### src/pas_pkg.sv
// Shared types and constants for the pedestal average and subtract engine.
// No dependencies; used by pas_store, pas_div and the top level.
`default_nettype none

package pas_pkg;

  // Field widths of one input item and one result item
  localparam int OPCODE_W  = 2;
  localparam int WINDOW_W  = 6;
  localparam int CHANNEL_W = 4;
  localparam int SIDX_W    = 5;
  localparam int SAMPLE_W  = 12;
  localparam int CORR_W    = 24;
  localparam int ROUND_W   = 10;
  localparam int ROUNDS_W  = 11;

  // Stream data widths, padded to whole bytes
  localparam int IN_TDATA_W  = 32;
  localparam int OUT_TDATA_W = 40;

  // Pedestal store word and its saturation value
  localparam int DATA_W = 23;
  localparam logic [DATA_W-1:0] STORE_MAX = '1;

  // Rounds register: reset value and clamp
  localparam logic [ROUNDS_W-1:0] ROUNDS_RESET = 11'd1;
  localparam logic [ROUNDS_W-1:0] ROUNDS_MAX   = 11'd1024;

  // Default geometry of the store
  localparam int WINDOWS_DEF  = 64;
  localparam int CHANNELS_DEF = 16;
  localparam int SAMPLES_DEF  = 32;

  // Opcodes
  typedef logic [OPCODE_W-1:0] opcode_t;
  localparam opcode_t OP_CLEAR = 2'd0;
  localparam opcode_t OP_ACCUM = 2'd1;
  localparam opcode_t OP_SUB   = 2'd2;

  // Sequencer states
  typedef enum logic [3:0] {
    ST_CLEAR,
    ST_IDLE,
    ST_RD,
    ST_EXEC,
    ST_ROUND,
    ST_AV_RD,
    ST_AV_START,
    ST_AV_WAIT,
    ST_DONE
  } state_t;

endpackage

`default_nettype wire

### src/pas_div.sv
// Bit-serial restoring divider, one quotient bit per cycle.
// Depends on pas_pkg for dividend and divisor widths.
`default_nettype none

module pas_div (
  input  wire logic                         clk,
  input  wire logic                         rst,
  input  wire logic                         start,
  input  wire logic [pas_pkg::DATA_W-1:0]   dividend,
  input  wire logic [pas_pkg::ROUNDS_W-1:0] divisor,
  output logic                              done,
  output logic      [pas_pkg::DATA_W-1:0]   quotient
);

  localparam int CNT_W = $clog2(pas_pkg::DATA_W + 1);
  localparam logic [CNT_W-1:0] CNT_LAST = CNT_W'(pas_pkg::DATA_W - 1);

  logic                           busy;
  logic [CNT_W-1:0]               cnt;
  logic [pas_pkg::ROUNDS_W-1:0]   dvs;
  logic [pas_pkg::ROUNDS_W-1:0]   rem;
  logic [pas_pkg::ROUNDS_W:0]     trial;
  logic [pas_pkg::ROUNDS_W:0]     diff;
  logic                           q_bit;

  // Shift the next dividend bit into the partial remainder and try the subtract
  always_comb begin
    trial = {rem, quotient[pas_pkg::DATA_W-1]};
    diff  = trial - {1'b0, dvs};
    q_bit = (trial >= {1'b0, dvs});
  end

  // Control: busy flag, bit counter, done pulse
  always_ff @(posedge clk) begin
    if (rst) begin
      busy <= 1'b0;
      cnt  <= '0;
      done <= 1'b0;
    end else begin
      done <= 1'b0;
      if (start) begin
        busy <= 1'b1;
        cnt  <= '0;
      end else if (busy) begin
        if (cnt == CNT_LAST) begin
          busy <= 1'b0;
          done <= 1'b1;
        end
        cnt <= cnt + 1'b1;
      end
    end
  end

  // Datapath: dividend shifts out as the quotient shifts in
  always_ff @(posedge clk) begin
    if (start) begin
      quotient <= dividend;
      rem      <= '0;
      dvs      <= divisor;
    end else if (busy) begin
      quotient <= {quotient[pas_pkg::DATA_W-2:0], q_bit};
      rem      <= q_bit ? diff[pas_pkg::ROUNDS_W-1:0] : trial[pas_pkg::ROUNDS_W-1:0];
    end
  end

endmodule

`default_nettype wire

### config.mk
export PLATFORM = sky130hd
export DESIGN_NAME = pas_div
export DESIGN_NICKNAME = d
export VERILOG_FILES = /design/src/pas_pkg.sv /design/src/pas_div.sv
export SDC_FILE = /design/constraint.sdc
export NUM_CORES = 1
export LEC_CHECK = 0
export BUFFER_PORTS_ARGS = -buffer_cell sky130_fd_sc_hd__buf_2
export CAP_MARGIN = 20
export CORE_ASPECT_RATIO = 0.8
export CORE_MARGIN = 8
export CORE_UTILIZATION = 45
export CTS_CLUSTER_SIZE = 14
export DETAILED_ROUTE_END_ITERATION = 6
export PLACE_DENSITY_LB_ADDON = 0.12
export REMOVE_ABC_BUFFERS = 1
export SETUP_SLACK_MARGIN = 0.05
export SLEW_MARGIN = 20
export SYNTH_ARGS = -nofsm -noshare
export SYNTH_HDL_FRONTEND = slang
export SYNTH_SLANG_ARGS = --single-unit
### constraint.sdc
create_clock -name clk -period 4.2 [get_ports clk]
set_input_delay 0.63 -clock clk [delete_from_list [all_inputs] [get_ports clk]]
set_output_delay 0.63 -clock clk [all_outputs]
set_load 0.01 [all_outputs]
==> impl_results.rst <==
.. list-table::
   :header-rows: 1

   * - Metric
     - Value
   * - Run status
     - finished, final reports clean
   * - Cts repair resizes
     - 0
   * - Critical register-to-register path startpoint
     - dvs[6]$_DFFE_PP_
   * - Reg-to-reg critical path endpoint
     - rem[3]$_SDFFE_PP0P_
   * - Count of flip-flops with a built-in enable after synthesis
     - 34
   * - Clock Sink Count
     - 52
   * - Crit. Startpoint
     - dvs[6]$_DFFE_PP_
   * - Avg Synthesized Cell Area
     - 11.2 sq um
   * - Top achievable clock speed
     - 0.393 GHz
   * - Top cells by instance count after synthesis
     - sky130_fd_sc_hd__edfxtp_1 (34), sky130_fd_sc_hd__nor2_1 (25), sky130_fd_sc_hd__mux2_2 (22)
   * - Slack of the worst reg-to-reg path
     - 1.66 ns
   * - Largest driver fanout on the critical path
     - 19
   * - Overall via count from detail_route
     - 2138
   * - Placement Rows
     - 26
   * - Slew at the pin closest to its max-slew limit
     - 1.01 ns
   * - Number of primary I/O pins
     - 61
   * - 1st-iter DRT viols
     - 173
   * - Global-route total usage across every layer
     - 13.8%
   * - Global-route wire length before repair
     - 10.3 mm
   * - Top-count cell post-synth
     - sky130_fd_sc_hd__edfxtp_1
   * - Final Cycle Share
     - 60.6%
   * - Worst slack at placement
     - 1.66 ns
   * - Sum of routed wire length over all layers
     - around 6.2 mm
   * - Die outline area
     - 9280 sq um
   * - Max-cap violations
     - 0
   * - Height of the die
     - 87.8 um
   * - Overflow left after global routing
     - 0
   * - Hold_sp
     - rst
   * - Area growth from synthesis to layout
     - 14.9%
   * - Worst hold path type
     - primary input to register
   * - Die width
     - 106 um
   * - Port Buffer Count
     - 60
   * - Remaining antenna violation count after routing
     - 0
   * - Setup violators final
     - 0
   * - Clk Latency, worst-skew pair
     - 0.31 ns
   * - CP Launch Type
     - register
   * - Number of antenna violations at the first check in global routing
     - 1
   * - Layout cells sized above 1
     - 32.5%
   * - Area share of the largest cell type after synthesis
     - 35.2%
   * - Total area of multi-input combinational cells
     - 1380 sq um
   * - Required time at the worst-slack endpoint
     - 4.40 ns
   * - Number of hold violations in the final report
     - 0
   * - Largest area contributor in the synthesized netlist
     - sky130_fd_sc_hd__edfxtp_1
   * - Share of the yosys chip area belonging to registers
     - 47.7%
   * - FF/Latch Area
     - 1380 sq um
   * - Unrepaired setup endpoints after global routing
     - false
   * - Number of different library cells in the post-synthesis netlist
     - 57
   * - Critical-path cell list
     - inv_1 -> ha_1 -> nand2_1 -> nor3_2 -> a2111oi_4 -> a211oi_1 -> nor4_1
   * - Class of the most critical setup path
     - register to register
   * - Yosys reg bits
     - 52
   * - Layout net count
     - about 360
   * - Number of fill cells
     - 585
   * - Core outline area
     - 6310 sq um
   * - Master of the slowest instance on the critical path
     - sky130_fd_sc_hd__a2111oi_4
   * - Max-slew headroom at the worst pin
     - roughly a third
   * - Count of pins over their slew limit
     - 0
   * - Number of global-route vias before repair
     - 2094
   * - CTS Buf Count
     - 5
   * - Count of hold buffers inserted by post-cts repair
     - 0
   * - Pin count of the biggest net entering global routing
     - 39
   * - Vias per inst
     - roughly 5.4
   * - Standby leakage power
     - 1.37 nW
   * - Final HPWL from detailed placement
     - roughly 4.5 mm
   * - Clk slew on worst S/H paths
     - 0.10 ns
   * - Warning count from the yosys run
     - 0
   * - Number of setup buffers added after CTS
     - 0
   * - Final hold slack
     - 0.472 ns
   * - R2r worst-path depth
     - 7
   * - Post-layout minimum cycle time
     - around 2.5 ns
   * - Number of antenna cells inserted
     - 0
   * - Setup total negative slack
     - 0 ns
   * - Routed wire per std cell
     - roughly 16 um
   * - Main synth FF type
     - sky130_fd_sc_hd__edfxtp_1
   * - Max H-tree Level
     - 2
   * - Dominant cells by area after synthesis
     - sky130_fd_sc_hd__edfxtp_1 (35%), sky130_fd_sc_hd__dfxtp_1 (12%), sky130_fd_sc_hd__mux2_2 (8.6%), sky130_fd_sc_hd__ha_1 (5.6%), sky130_fd_sc_hd__nor2_1 (3.2%)
   * - Routability congestion estimate from global placement
     - 0.811
   * - Worst path arrival time
     - 2.75 ns
   * - Length of the first detailed-routing pass in iterations
     - 4
   * - Total power consumption of the routed design
     - 1.16 mW
   * - Number of remaining DRC errors
     - 0
   * - Worst Setup Slack, final
     - 1.66 ns
   * - Hold-critical path depth
     - 2
   * - Maximum single-stage delay on the critical path
     - a little over 0.9 ns
   * - Clock tree buffer depth
     - 2
   * - Max Clock Skew
     - ~0.0045 ns
   * - Endpoint with the worst hold slack
     - busy$_SDFF_PP0_
   * - Maximum ir drop on the vdd rail
     - 0.190 mV
   * - Share of synthesized registers carrying an async set or reset
     - 0%
   * - Initial core utilization
     - 45.9%
   * - Type of destination of the critical path
     - register
   * - CTS root buffer
     - sky130_fd_sc_hd__clkbuf_8
   * - Instance count of the mapped netlist
     - 258
   * - Clock tree from TritonCTS
     - built
   * - Post-synthesis instance area
     - about 2900 sq um
   * - Power density over cell area
     - 350 nW/um^2
layer usage:
layer | track usage, % | part of all wire [%] | wire length, um | vias to the layer above
met2 | 20.4 | 43 | 2670 | 56
met3 | 5.22 | 8.1 | 502 | 7
met1 | 18.1 | 48 | 2970 | 1009
li1 | - | - | - | 1064
met4 | 4.97 | 1.1 | 70 | 2
met5 | 0 | 0.16 | 10 | -
per-stage QoR:
stage | cells | cell area (sq um) | utilization [%]
after floorplan | 245 | 2830 | -
after global placement | 390 | 3240 | 51.3
after detailed placement | 390 | 3240 | 51.3
after CTS | 398 | 3330 | 52.7
after global routing | 398 | 3330 | 52.7
final | 398 | 3330 | 52.7
cells in the final DEF (no fill, tap or decap), types with 3 or more instances in the layout:
cell type                   count
sky130_fd_sc_hd__buf_2         60
sky130_fd_sc_hd__edfxtp_1      34
sky130_fd_sc_hd__nor2_1        25
sky130_fd_sc_hd__mux2_2        22
sky130_fd_sc_hd__dfxtp_1       18
sky130_fd_sc_hd__inv_1         17
sky130_fd_sc_hd__nand2_1       14
sky130_fd_sc_hd__ha_1          13
sky130_fd_sc_hd__a21oi_1       10
sky130_fd_sc_hd__a211oi_1       6
sky130_fd_sc_hd__o21ai_0        6
sky130_fd_sc_hd__xor2_1         5
sky130_fd_sc_hd__nor2b_1        5
sky130_fd_sc_hd__clkbuf_8       5
sky130_fd_sc_hd__nor3b_1        4
sky130_fd_sc_hd__a31oi_1        4
sky130_fd_sc_hd__o21a_1         3
sky130_fd_sc_hd__nand4_1        3
sky130_fd_sc_hd__nor3_1         3
sky130_fd_sc_hd__o2111ai_1      3
sky130_fd_sc_hd__o311ai_0       3
sky130_fd_sc_hd__and4b_1        3
worst max-delay path by stage:
stage          depth (start not counted)                    end
6_report                               7    rem[3]$_SDFFE_PP0P_
5_1_grt                                7    rem[3]$_SDFFE_PP0P_
4_1_cts                                7  quotient[0]$_DFFE_PP_
3_5_place_dp                           7  quotient[0]$_DFFE_PP_
3_3_place_gp                           7  quotient[0]$_DFFE_PP_
2_1_floorplan                          8  quotient[0]$_DFFE_PP_
worst max-delay path, delay by kind of cell (launching register included):
kind | cells | cell delay (ns)
simple gates | 3 | 0.56
fa+ha+maj | 1 | 0.37
compound gates | 2 | 1.13
buf+inv | 1 | 0.04
flops | 1 | 0.34
sequential cells by signal, summed over array words and instances (netlist names):
| signal | flops |
|---|---|
| cnt | 5 |
| quotient | 23 |
| rem | 11 |
| done | 1 |
| dvs | 11 |
| busy | 1 |
report_power, final:
part / internal (mW) / switching (mW)
Sequential: 0.593 / 0.0271
Combinational: 0.113 / 0.137
Clock: 0.119 / 0.174
Total: 0.825 / 0.338
logic make-up (layout without fill, tap and decap cells):
kind of cell | count (synthesis) | after routing | share of synthesized area (%)
AOI/OAI and AO/OA | 52 | 52 | 14.8
and+or+nand+nor | 79 | 79 | 15.2
buffers and inverters | 30 | 86 | 4.66
xor gates and xnor gates | 7 | 7 | 2.12
DFF | 52 | 52 | 47.7
muxes | 24 | 24 | 9.24
adders and majority gates | 14 | 14 | 6.31
final cells by class:
cell class	instances	share of cell area [%]
tap	84	3.16
inverter	17	1.92
clock buffer	6	2.18
timing repair buffer	61	9.25
multi-input combinational	176	41.5
sequential	52	41.5
clock inverter	2	0.489
Power figures use the tool's default switching activity.
